$ cat src/rtl/cdll_pkg.sv
// Shared constants and types for the circular doubly linked list engine.
`default_nettype none

package cdll_pkg;

  localparam int CAPACITY_DEFAULT   = 32;
  localparam int DATA_WIDTH_DEFAULT = 32;

  localparam int COMMAND_W = 2;
  localparam int VALUE_W   = 32;
  localparam int ELEMENT_W = 32;
  localparam int STATUS_W  = 3;
  localparam int COUNT_W   = 6;

  localparam logic [COMMAND_W-1:0] CMD_INS_FRONT = 2'd0;
  localparam logic [COMMAND_W-1:0] CMD_INS_BACK  = 2'd1;
  localparam logic [COMMAND_W-1:0] CMD_DELETE    = 2'd2;
  localparam logic [COMMAND_W-1:0] CMD_READOUT   = 2'd3;

  typedef enum logic [STATUS_W-1:0] {
    STATUS_DONE      = 3'd0,
    STATUS_FULL      = 3'd1,
    STATUS_EMPTY     = 3'd2,
    STATUS_NOT_FOUND = 3'd3,
    STATUS_LISTED    = 3'd4
  } status_t;

endpackage

`default_nettype wire

$ cat src/rtl/circular_linked_list_engine.sv
// Insert writes the new slot at acceptance and patches its neighbours' links in the link state.
// Delete walks the list one slot per cycle from the head, then unlinks the match in the fix state.
// Readout emits one beat per cycle from the walk state, paced by result_ready.
// A new command is taken only when the sequencer is idle; one result may still wait.
// Reset clears the length, head, tail and slot map; the slot memories keep their contents.
`default_nettype none

module circular_linked_list_engine
  import cdll_pkg::*;
#(
  parameter int CAPACITY   = CAPACITY_DEFAULT,
  parameter int DATA_WIDTH = DATA_WIDTH_DEFAULT
) (
  input  logic                 clk,
  input  logic                 rst,
  input  logic                 item_valid,
  output logic                 item_ready,
  input  logic [COMMAND_W-1:0] command,
  input  logic signed [VALUE_W-1:0] value,
  output logic                 result_valid,
  input  logic                 result_ready,
  output logic signed [ELEMENT_W-1:0] element,
  output logic [STATUS_W-1:0]  status,
  output logic [COUNT_W-1:0]   element_count,
  output logic                 last
);

  localparam int IDX_W = $clog2(CAPACITY);
  localparam int LEN_W = $clog2(CAPACITY + 1);

  typedef enum logic [4:0] {
    ST_IDLE     = 5'b00001,
    ST_INS_LINK = 5'b00010,
    ST_WALK     = 5'b00100,
    ST_DEL_FIX  = 5'b01000,
    ST_RESP     = 5'b10000
  } state_t;

  state_t state, state_next;

  logic [IDX_W-1:0]      head_slot, head_slot_next;
  logic [IDX_W-1:0]      tail_slot, tail_slot_next;
  logic [LEN_W-1:0]      list_length, list_length_next;
  logic [IDX_W-1:0]      cur, cur_next;
  logic [LEN_W-1:0]      walk_count, walk_count_next;
  logic [COMMAND_W-1:0]  cmd, cmd_next;
  logic [DATA_WIDTH-1:0] key, key_next;
  logic [IDX_W-1:0]      ins_slot, ins_slot_next;
  logic [IDX_W-1:0]      del_prev, del_prev_next;
  logic [IDX_W-1:0]      del_next, del_next_next;
  status_t               res_status, res_status_next;

  logic [DATA_WIDTH-1:0] value_dw;
  logic                  list_full;
  logic                  list_empty;
  logic                  walk_final;
  logic                  out_free;

  logic                  emit;
  logic [ELEMENT_W-1:0]  emit_element;
  status_t               emit_status;
  logic                  emit_last;

  logic                  val_we, nxt_we, prv_we;
  logic [IDX_W-1:0]      val_waddr, nxt_waddr, prv_waddr;
  logic [DATA_WIDTH-1:0] val_wdata;
  logic [IDX_W-1:0]      nxt_wdata, prv_wdata;
  logic [IDX_W-1:0]      rd_addr;
  logic [DATA_WIDTH-1:0] val_rd;
  logic [IDX_W-1:0]      nxt_rd, prv_rd;

  logic                  map_set, map_clear;
  logic [IDX_W-1:0]      map_addr;
  logic [IDX_W-1:0]      free_slot;

  assign value_dw   = DATA_WIDTH'(value);
  assign list_full  = (list_length == LEN_W'(CAPACITY));
  assign list_empty = (list_length == '0);
  assign walk_final = ((walk_count + LEN_W'(1)) == list_length);
  assign out_free   = !result_valid || result_ready;
  assign item_ready = (state == ST_IDLE);

  cdll_store #(
    .CAPACITY   (CAPACITY),
    .DATA_WIDTH (DATA_WIDTH)
  ) u_store (
    .clk       (clk),
    .val_we    (val_we),
    .val_waddr (val_waddr),
    .val_wdata (val_wdata),
    .nxt_we    (nxt_we),
    .nxt_waddr (nxt_waddr),
    .nxt_wdata (nxt_wdata),
    .prv_we    (prv_we),
    .prv_waddr (prv_waddr),
    .prv_wdata (prv_wdata),
    .rd_addr   (rd_addr),
    .val_rd    (val_rd),
    .nxt_rd    (nxt_rd),
    .prv_rd    (prv_rd)
  );

  cdll_slot_map #(
    .CAPACITY (CAPACITY)
  ) u_slot_map (
    .clk       (clk),
    .rst       (rst),
    .set       (map_set),
    .clear     (map_clear),
    .addr      (map_addr),
    .free_slot (free_slot)
  );

  always_comb begin
    state_next       = state;
    head_slot_next   = head_slot;
    tail_slot_next   = tail_slot;
    list_length_next = list_length;
    cur_next         = cur;
    walk_count_next  = walk_count;
    cmd_next         = cmd;
    key_next         = key;
    ins_slot_next    = ins_slot;
    del_prev_next    = del_prev;
    del_next_next    = del_next;
    res_status_next  = res_status;

    emit         = 1'b0;
    emit_element = '0;
    emit_status  = STATUS_DONE;
    emit_last    = 1'b1;

    val_we    = 1'b0;
    val_waddr = free_slot;
    val_wdata = value_dw;
    nxt_we    = 1'b0;
    nxt_waddr = free_slot;
    nxt_wdata = head_slot;
    prv_we    = 1'b0;
    prv_waddr = free_slot;
    prv_wdata = tail_slot;
    rd_addr   = cur;

    map_set   = 1'b0;
    map_clear = 1'b0;
    map_addr  = ins_slot;

    unique case (state)
      ST_IDLE: begin
        rd_addr = head_slot;
        if (item_valid) begin
          cmd_next        = command;
          key_next        = value_dw;
          cur_next        = head_slot;
          walk_count_next = '0;
          unique case (command) inside
            CMD_INS_FRONT, CMD_INS_BACK: begin
              if (list_full) begin
                res_status_next = STATUS_FULL;
                state_next      = ST_RESP;
              end else begin
                val_we        = 1'b1;
                nxt_we        = 1'b1;
                prv_we        = 1'b1;
                nxt_wdata     = list_empty ? free_slot : head_slot;
                prv_wdata     = list_empty ? free_slot : tail_slot;
                ins_slot_next = free_slot;
                state_next    = ST_INS_LINK;
              end
            end
            CMD_DELETE, CMD_READOUT: begin
              if (list_empty) begin
                res_status_next = STATUS_EMPTY;
                state_next      = ST_RESP;
              end else begin
                state_next = ST_WALK;
              end
            end
            default: state_next = ST_IDLE;
          endcase
        end
      end

      ST_INS_LINK: begin
        map_set          = 1'b1;
        map_addr         = ins_slot;
        list_length_next = list_length + LEN_W'(1);
        if (list_empty) begin
          head_slot_next = ins_slot;
          tail_slot_next = ins_slot;
        end else begin
          prv_we    = 1'b1;
          prv_waddr = head_slot;
          prv_wdata = ins_slot;
          nxt_we    = 1'b1;
          nxt_waddr = tail_slot;
          nxt_wdata = ins_slot;
          if (cmd == CMD_INS_FRONT) begin
            head_slot_next = ins_slot;
          end else begin
            tail_slot_next = ins_slot;
          end
        end
        if (out_free) begin
          emit       = 1'b1;
          state_next = ST_IDLE;
        end else begin
          res_status_next = STATUS_DONE;
          state_next      = ST_RESP;
        end
      end

      ST_WALK: begin
        if (cmd == CMD_READOUT) begin
          if (out_free) begin
            emit         = 1'b1;
            emit_element = ELEMENT_W'(signed'(val_rd));
            emit_status  = STATUS_LISTED;
            emit_last    = walk_final;
            if (walk_final) begin
              state_next = ST_IDLE;
            end else begin
              rd_addr         = nxt_rd;
              cur_next        = nxt_rd;
              walk_count_next = walk_count + LEN_W'(1);
            end
          end
        end else if (val_rd == key) begin
          del_prev_next = prv_rd;
          del_next_next = nxt_rd;
          state_next    = ST_DEL_FIX;
        end else if (walk_final) begin
          if (out_free) begin
            emit        = 1'b1;
            emit_status = STATUS_NOT_FOUND;
            state_next  = ST_IDLE;
          end else begin
            res_status_next = STATUS_NOT_FOUND;
            state_next      = ST_RESP;
          end
        end else begin
          rd_addr         = nxt_rd;
          cur_next        = nxt_rd;
          walk_count_next = walk_count + LEN_W'(1);
        end
      end

      ST_DEL_FIX: begin
        map_clear        = 1'b1;
        map_addr         = cur;
        list_length_next = list_length - LEN_W'(1);
        if (list_length == LEN_W'(1)) begin
          head_slot_next = '0;
          tail_slot_next = '0;
        end else begin
          nxt_we    = 1'b1;
          nxt_waddr = del_prev;
          nxt_wdata = del_next;
          prv_we    = 1'b1;
          prv_waddr = del_next;
          prv_wdata = del_prev;
          if (cur == head_slot) begin
            head_slot_next = del_next;
          end
          if (cur == tail_slot) begin
            tail_slot_next = del_prev;
          end
        end
        if (out_free) begin
          emit       = 1'b1;
          state_next = ST_IDLE;
        end else begin
          res_status_next = STATUS_DONE;
          state_next      = ST_RESP;
        end
      end

      ST_RESP: begin
        if (out_free) begin
          emit        = 1'b1;
          emit_status = res_status;
          state_next  = ST_IDLE;
        end
      end

      default: state_next = ST_IDLE;
    endcase
  end

  always_ff @(posedge clk) begin
    if (rst) begin
      state       <= ST_IDLE;
      head_slot   <= '0;
      tail_slot   <= '0;
      list_length <= '0;
    end else begin
      state       <= state_next;
      head_slot   <= head_slot_next;
      tail_slot   <= tail_slot_next;
      list_length <= list_length_next;
    end
  end

  always_ff @(posedge clk) begin
    cur        <= cur_next;
    walk_count <= walk_count_next;
    cmd        <= cmd_next;
    key        <= key_next;
    ins_slot   <= ins_slot_next;
    del_prev   <= del_prev_next;
    del_next   <= del_next_next;
    res_status <= res_status_next;
  end

  always_ff @(posedge clk) begin
    if (rst) begin
      result_valid <= 1'b0;
    end else if (emit) begin
      result_valid <= 1'b1;
    end else if (result_ready) begin
      result_valid <= 1'b0;
    end
  end

  always_ff @(posedge clk) begin
    if (emit) begin
      element       <= emit_element;
      status        <= emit_status;
      element_count <= COUNT_W'(list_length_next);
      last          <= emit_last;
    end
  end

  a_length_bound: assert property (@(posedge clk) disable iff (rst)
    list_length <= LEN_W'(CAPACITY))
    else $error("list length beyond capacity");

  a_walk_in_list: assert property (@(posedge clk) disable iff (rst)
    state == ST_WALK |-> walk_count < list_length)
    else $error("walk ran past the list length");

  a_empty_ends: assert property (@(posedge clk) disable iff (rst)
    list_empty |-> (head_slot == '0) && (tail_slot == '0))
    else $error("empty list with head or tail off slot zero");

  a_no_overwrite: assert property (@(posedge clk) disable iff (rst)
    emit |-> out_free)
    else $error("result beat overwritten while pending");

  a_insert_link: assert property (@(posedge clk) disable iff (rst)
    item_valid && item_ready && !list_full &&
    (command == CMD_INS_FRONT || command == CMD_INS_BACK) |=> state == ST_INS_LINK)
    else $error("insert did not advance to link update");

endmodule

`default_nettype wire

$ cat src/rtl/cdll_slot_map.sv
// Slot occupancy map with a registered lowest-free-slot finder.
`default_nettype none

module cdll_slot_map
  import cdll_pkg::*;
#(
  parameter int CAPACITY = CAPACITY_DEFAULT,
  localparam int IDX_W = $clog2(CAPACITY)
) (
  input  logic             clk,
  input  logic             rst,
  input  logic             set,
  input  logic             clear,
  input  logic [IDX_W-1:0] addr,
  output logic [IDX_W-1:0] free_slot
);

  logic [CAPACITY-1:0] in_use;
  logic [CAPACITY-1:0] in_use_next;
  logic [IDX_W-1:0]    free_slot_next;

  always_comb begin
    in_use_next = in_use;
    if (set) begin
      in_use_next[addr] = 1'b1;
    end else if (clear) begin
      in_use_next[addr] = 1'b0;
    end
  end

  always_comb begin
    free_slot_next = '0;
    for (int i = CAPACITY - 1; i >= 0; i--) begin
      if (!in_use_next[i]) begin
        free_slot_next = IDX_W'(i);
      end
    end
  end

  always_ff @(posedge clk) begin
    if (rst) begin
      in_use    <= '0;
      free_slot <= '0;
    end else begin
      in_use    <= in_use_next;
      free_slot <= free_slot_next;
    end
  end

endmodule

`default_nettype wire

$ cat src/rtl/cdll_store.sv
// Slot store: value, next-link and previous-link memories with registered reads.
`default_nettype none

module cdll_store
  import cdll_pkg::*;
#(
  parameter int CAPACITY   = CAPACITY_DEFAULT,
  parameter int DATA_WIDTH = DATA_WIDTH_DEFAULT,
  localparam int IDX_W = $clog2(CAPACITY)
) (
  input  logic                  clk,
  input  logic                  val_we,
  input  logic [IDX_W-1:0]      val_waddr,
  input  logic [DATA_WIDTH-1:0] val_wdata,
  input  logic                  nxt_we,
  input  logic [IDX_W-1:0]      nxt_waddr,
  input  logic [IDX_W-1:0]      nxt_wdata,
  input  logic                  prv_we,
  input  logic [IDX_W-1:0]      prv_waddr,
  input  logic [IDX_W-1:0]      prv_wdata,
  input  logic [IDX_W-1:0]      rd_addr,
  output logic [DATA_WIDTH-1:0] val_rd,
  output logic [IDX_W-1:0]      nxt_rd,
  output logic [IDX_W-1:0]      prv_rd
);

  logic [DATA_WIDTH-1:0] value_mem [CAPACITY];
  logic [IDX_W-1:0]      next_mem  [CAPACITY];
  logic [IDX_W-1:0]      prev_mem  [CAPACITY];

  always_ff @(posedge clk) begin
    if (val_we) begin
      value_mem[val_waddr] <= val_wdata;
    end
    val_rd <= value_mem[rd_addr];
  end

  always_ff @(posedge clk) begin
    if (nxt_we) begin
      next_mem[nxt_waddr] <= nxt_wdata;
    end
    nxt_rd <= next_mem[rd_addr];
  end

  always_ff @(posedge clk) begin
    if (prv_we) begin
      prev_mem[prv_waddr] <= prv_wdata;
    end
    prv_rd <= prev_mem[rd_addr];
  end

endmodule

`default_nettype wire
$ cat config.mk
export PLATFORM = sky130hd
export DESIGN_NAME = circular_linked_list_engine
export DESIGN_NICKNAME = d
export VERILOG_FILES = /design/src/rtl/cdll_pkg.sv /design/src/rtl/circular_linked_list_engine.sv /design/src/rtl/cdll_slot_map.sv /design/src/rtl/cdll_store.sv
export SDC_FILE = /design/constraint.sdc
export NUM_CORES = 2
export LEC_CHECK = 0
export ABC_AREA = 1
export BUFFER_PORTS_ARGS = -buffer_cell sky130_fd_sc_hd__buf_4
export CORE_UTILIZATION = 35
export CTS_CLUSTER_DIAMETER = 120
export DETAILED_ROUTE_END_ITERATION = 10
export PLACE_DENSITY = 0.48
export SLEW_MARGIN = 40
export SYNTH_ARGS = -nofsm -noshare
export SYNTH_HDL_FRONTEND = slang
export SYNTH_HIERARCHICAL = 1
export SYNTH_SLANG_ARGS = --single-unit
$ cat constraint.sdc
create_clock -name clk -period 4.44 [get_ports clk]
set_input_delay 0.222 -clock clk [delete_from_list [all_inputs] [get_ports clk]]
set_output_delay 0.222 -clock clk [all_outputs]
set_load 0.01 [all_outputs]
==> summary.txt <==
Die
  – Core footprint: 182900 um^2
  – Num rows: 157
  – Initial Util: 0.3524
  – Full die area: 185800 um^2
  – Die Width: 431.1 um
  – Ports: 82
  – Die height: 431.1 um

Placed design
  – Final Wtd Congestion: 0.8469
  – Post-place instance area: 69490 um^2
  – HPWL after detailed placement: 109400 um
  – Port buffer count: 81

Route
  – Routed Antenna Nets: 0
  – Residual DRC count: 4
  – Initial DRC Count: 3872
  – Avg Vias per Cell: 5.087
  – DR vias: 44130
  – Number of iterations in the first detailed-routing pass: 8
  – Routed WL: 197500 um
  – Drt wl/cell: 22.76 um

Timing
  – Fmax: 0.2421 GHz
  – Skew final: 32.04 ps
  – Setup tns final: 0 ps
  – Final Slew Violations: 0
  – Final hold vios: 0
  – Final Cycle Share: 0.9303
  – Slew @ Worst Pin: 904.5 ps
  – Final setup fails: 0
  – Unrepaired setup endpoints after global routing: no
  – Minimum clock period: 4131 ps
  – Max-slew headroom: 0.3970

Synth
  – Mean Syn Cell Area: 10.93 um^2
  – Number of synthesized flops with an enable pin: 1449
  – Register bit count reported by yosys: 1550
  – Proportion of netlist area held by the largest area contributor: 0.6752
  – Ys flop type: edfxtp_1
  – Yosys cell types: 49
  – Post-Syn Instances: 5896
  – Most common cell in the netlist: nand2_1
  – Netlist Area Pre-Place: 64440 um^2
  – Area leader, netlist: edfxtp_1
  – Synth async-reset ratio: 0
  – Commonest cells in the netlist: nand2_1, edfxtp_1, nand3_1
  – Mapped Nets: 5939
  – Yosys Warn Count: 6
  – Top cells by area, synth: edfxtp_1, nand2_1, nand3_1
  – Sequential fraction of the synthesis area: 0.7066

CTS
  – # H-tree levels: 4
  – TritonCTS clock tree: built
  – Postcts setup bufs: 0
  – CTS sink cnt: 1550
  – CTS Buf Count: 163
  – Insertion delay to the later sink of the worst-skew pair: 810 ps
  – Clock transition at path regs: 60 ps
  – Clock buffer depth: 3
  – Clock root buffer: clkbuf_16

Worst setup path
  – R2r endpoint: u_store/val_rd[8]
  – Worst setup SP type: register
  – CP top delay family: simple AND/OR/NAND/NOR gates
  – Cell mode on critical path: nand2_1
  – Critical Path Sink Type: register
  – R2R setup slack: 310 ps
  – R2r worst-path depth: 22
  – Crit path arrival time: 4760 ps
  – Critical R2R Launch: key[20]
  – Critical Path RT: 5070 ps
  – Crit path cell chain: xnor2_1, nand2_1, nor2_1, nand2_1, nor2_1, buf_4, nand3_2, buf_4, nand2_1, a21oi_1, o21ai_1, nand2_4, buf_12, buf_12, nand2_1, nand3_1, nand3_1, nand2_1, nand2_1, nand2_1, nand2_1, nand2_1
  – CP max stage delay: 480 ps
  – Critical path class: register to register
  – CP max stage cell: xnor2_1
  – Buf/Inv on CP: 4
  – Worst path depth: 22
  – Critical Path End: u_store/val_rd[8]
  – Crit path from: key[20]
  – Crit Path Max Fanout: 132

Global route
  – Largest net degree at the start of global routing: 133
  – First-pass GRT wire length: 289700 um
  – Initial antenna violation count: 6
  – Vias in the first global route: 42540
  – Total grt overflow: 0
  – GRT Resource Usage Total: 0.2107

Pwr
  – Power share of the clock group: 0.271
  – Sw Ratio: 0.3911
  – P_sw: 0.01974 W
  – Power Density: 671.4 nW/um^2
  – Leak: 27.40 nW
  – Gate power share: 0.386
  – Power Internal: 0.03073 W
  – IR drop worst, VDD: 0.8691 mV
  – Part of the power in registers: 0.343

Finish
  – Proportion of layout cells with a drive suffix above 1: 0.1013
  – Fill cells: 17440
  – Finished Cell Area: 75160 um^2
  – Area delta synth->final: 16.64%
  – Final net count: 6121

Outcome
  – Failing checks: DRC
  – Status: complete, but fails checks

Min path
  – Hold path startpoint: command[0]
  – Worst hold path class: primary input to register

Run
  – Max-cap viol count: 0
[metrics by stage]
| step | hold WS, ps | setup slack [ps] | instances | power [W] | util |
|---|---|---|---|---|---|
| final | 184.0 | 309.3 | 8676 | 0.05046 | 0.4110 |
| after global routing | 150.7 | 42.79 | 8674 | 0.05352 | 0.4110 |
| after CTS | 119.9 | 355.0 | 8674 | 0.05097 | 0.4109 |
| after detailed placement | 432.8 | 344.3 | 8340 | 0.03718 | 0.3800 |
| after global placement | 431.4 | 374.1 | 8340 | 0.03718 | 0.3799 |
| after floorplan | 291.1 | 867.4 | 5896 | 0.02961 | - |
[cells in the final DEF (no fill, tap or decap), types with 8 or more instances in the layout]
master	count
nor2_1	220
clkbuf_8	8
inv_2	13
o211ai_1	18
o21a_1	9
clkinv_1	30
nand2_1	2136
buf_12	69
clkbuf_16	169
nor3_1	10
nand3_1	1091
o21ai_0	109
clkinv_2	22
inv_1	188
nand4_1	18
a21oi_1	30
buf_4	233
edfxtp_1	1449
a31oi_1	14
dfxtp_1	101
o21ai_1	17
bufinv_16	14
xnor2_1	25
clkbuf_1	48
dlygate4sd3_1	37
nor2_4	35
[state kept, by name (all words and copies together) (netlist names), 2 cells and up]
name	count
head_slot	5
res_status	3
tail_slot	5
del_prev	5
u_store/value_mem	1024
u_store/prev_mem	160
element	32
u_slot_map/free_slot	5
cmd	2
u_store/prv_rd	5
u_slot_map/in_use	32
status	3
u_store/val_rd	32
u_store/nxt_rd	5
element_count	6
walk_count	6
u_store/next_mem	160
list_length	6
ins_slot	5
state	5
del_next	5
cur	5
key	32
[worst min-delay path by stage]
stage                                end  slack, ps  depth (start not counted)
after floorplan           list_length[1]        290                          1
after global placement            cmd[0]        430                          1
after detailed placement          cmd[0]        430                          1
after CTS                         cmd[0]        120                          2
after global routing              cmd[0]        150                          2
final                             cmd[0]        180                          2
[logic make-up (layout without fill, tap and decap cells)]
group | count (synthesis) | in the layout | synth area share
AND/OR/NAND/NOR | 3554 | 3554 | 0.2318
flip-flops | 1550 | 1550 | 0.7066
buffers and inverters | 534 | 848 | 0.03664
AO/OA/AOI/OAI | 223 | 223 | 0.01994
XOR/XNOR | 30 | 30 | 0.004077
adder cells (fa/ha/maj) | 5 | 5 | 0.0009708
other | 0 | 2 | 0
[area by class of cell]
cell class / count / area [um^2] / area share
flip-flops and latches: 1550 / 45530 / 0.6058
multi-input cells: 3812 / 16910 / 0.2250
clock buffers: 225 / 4519 / 0.06013
repair buffers: 340 / 3512 / 0.04673
well taps: 2464 / 3083 / 0.04102
inverters: 211 / 829.5 / 0.01104
clock inverters: 72 / 773.2 / 0.01029
diodes: 2 / 5.005 / 0.00006658
[per-layer routing]
layer,vias up,part of all wire,track usage
li1,20690,-,-
met1,21910,0.44,0.2877
met2,1250,0.48,0.3500
met3,274,0.053,0.03134
met4,2,0.023,0.05472
met5,-,0.000066,0
[power groups by stage]
stage | combinational (W) | clock, W | sequential (W)
6_report | 0.0195 | 0.0137 | 0.0173
5_1_grt | 0.0216 | 0.0145 | 0.0173
4_1_cts | 0.0197 | 0.0140 | 0.0173
3_5_place_dp | 0.0196 | 0 | 0.0176
3_3_place_gp | 0.0196 | 0 | 0.0176
2_1_floorplan | 0.0122 | 0 | 0.0174
[worst register-to-register path, stage by stage, from the launching register on]
cell and delay, ps:
edfxtp_1 380, xnor2_1 480, nand2_1 130, nor2_1 100, nand2_1 60, nor2_1 140
buf_4 140, nand3_2 130, buf_4 210, nand2_1 160, a21oi_1 90, o21ai_1 170
nand2_4 180, buf_12 250, buf_12 600, nand2_1 110, nand3_1 70, nand3_1 80
nand2_1 50, nand2_1 50, nand2_1 50, nand2_1 110, nand2_1 220
[timing repair]
action,4_1_cts,5_1_grt
gates resized for setup,0,2
setup endpoints to repair,0,1
hold buffers,37,0
hold endpoints to repair,1104,0
Note: power is estimated with default switching activity, not from simulation.
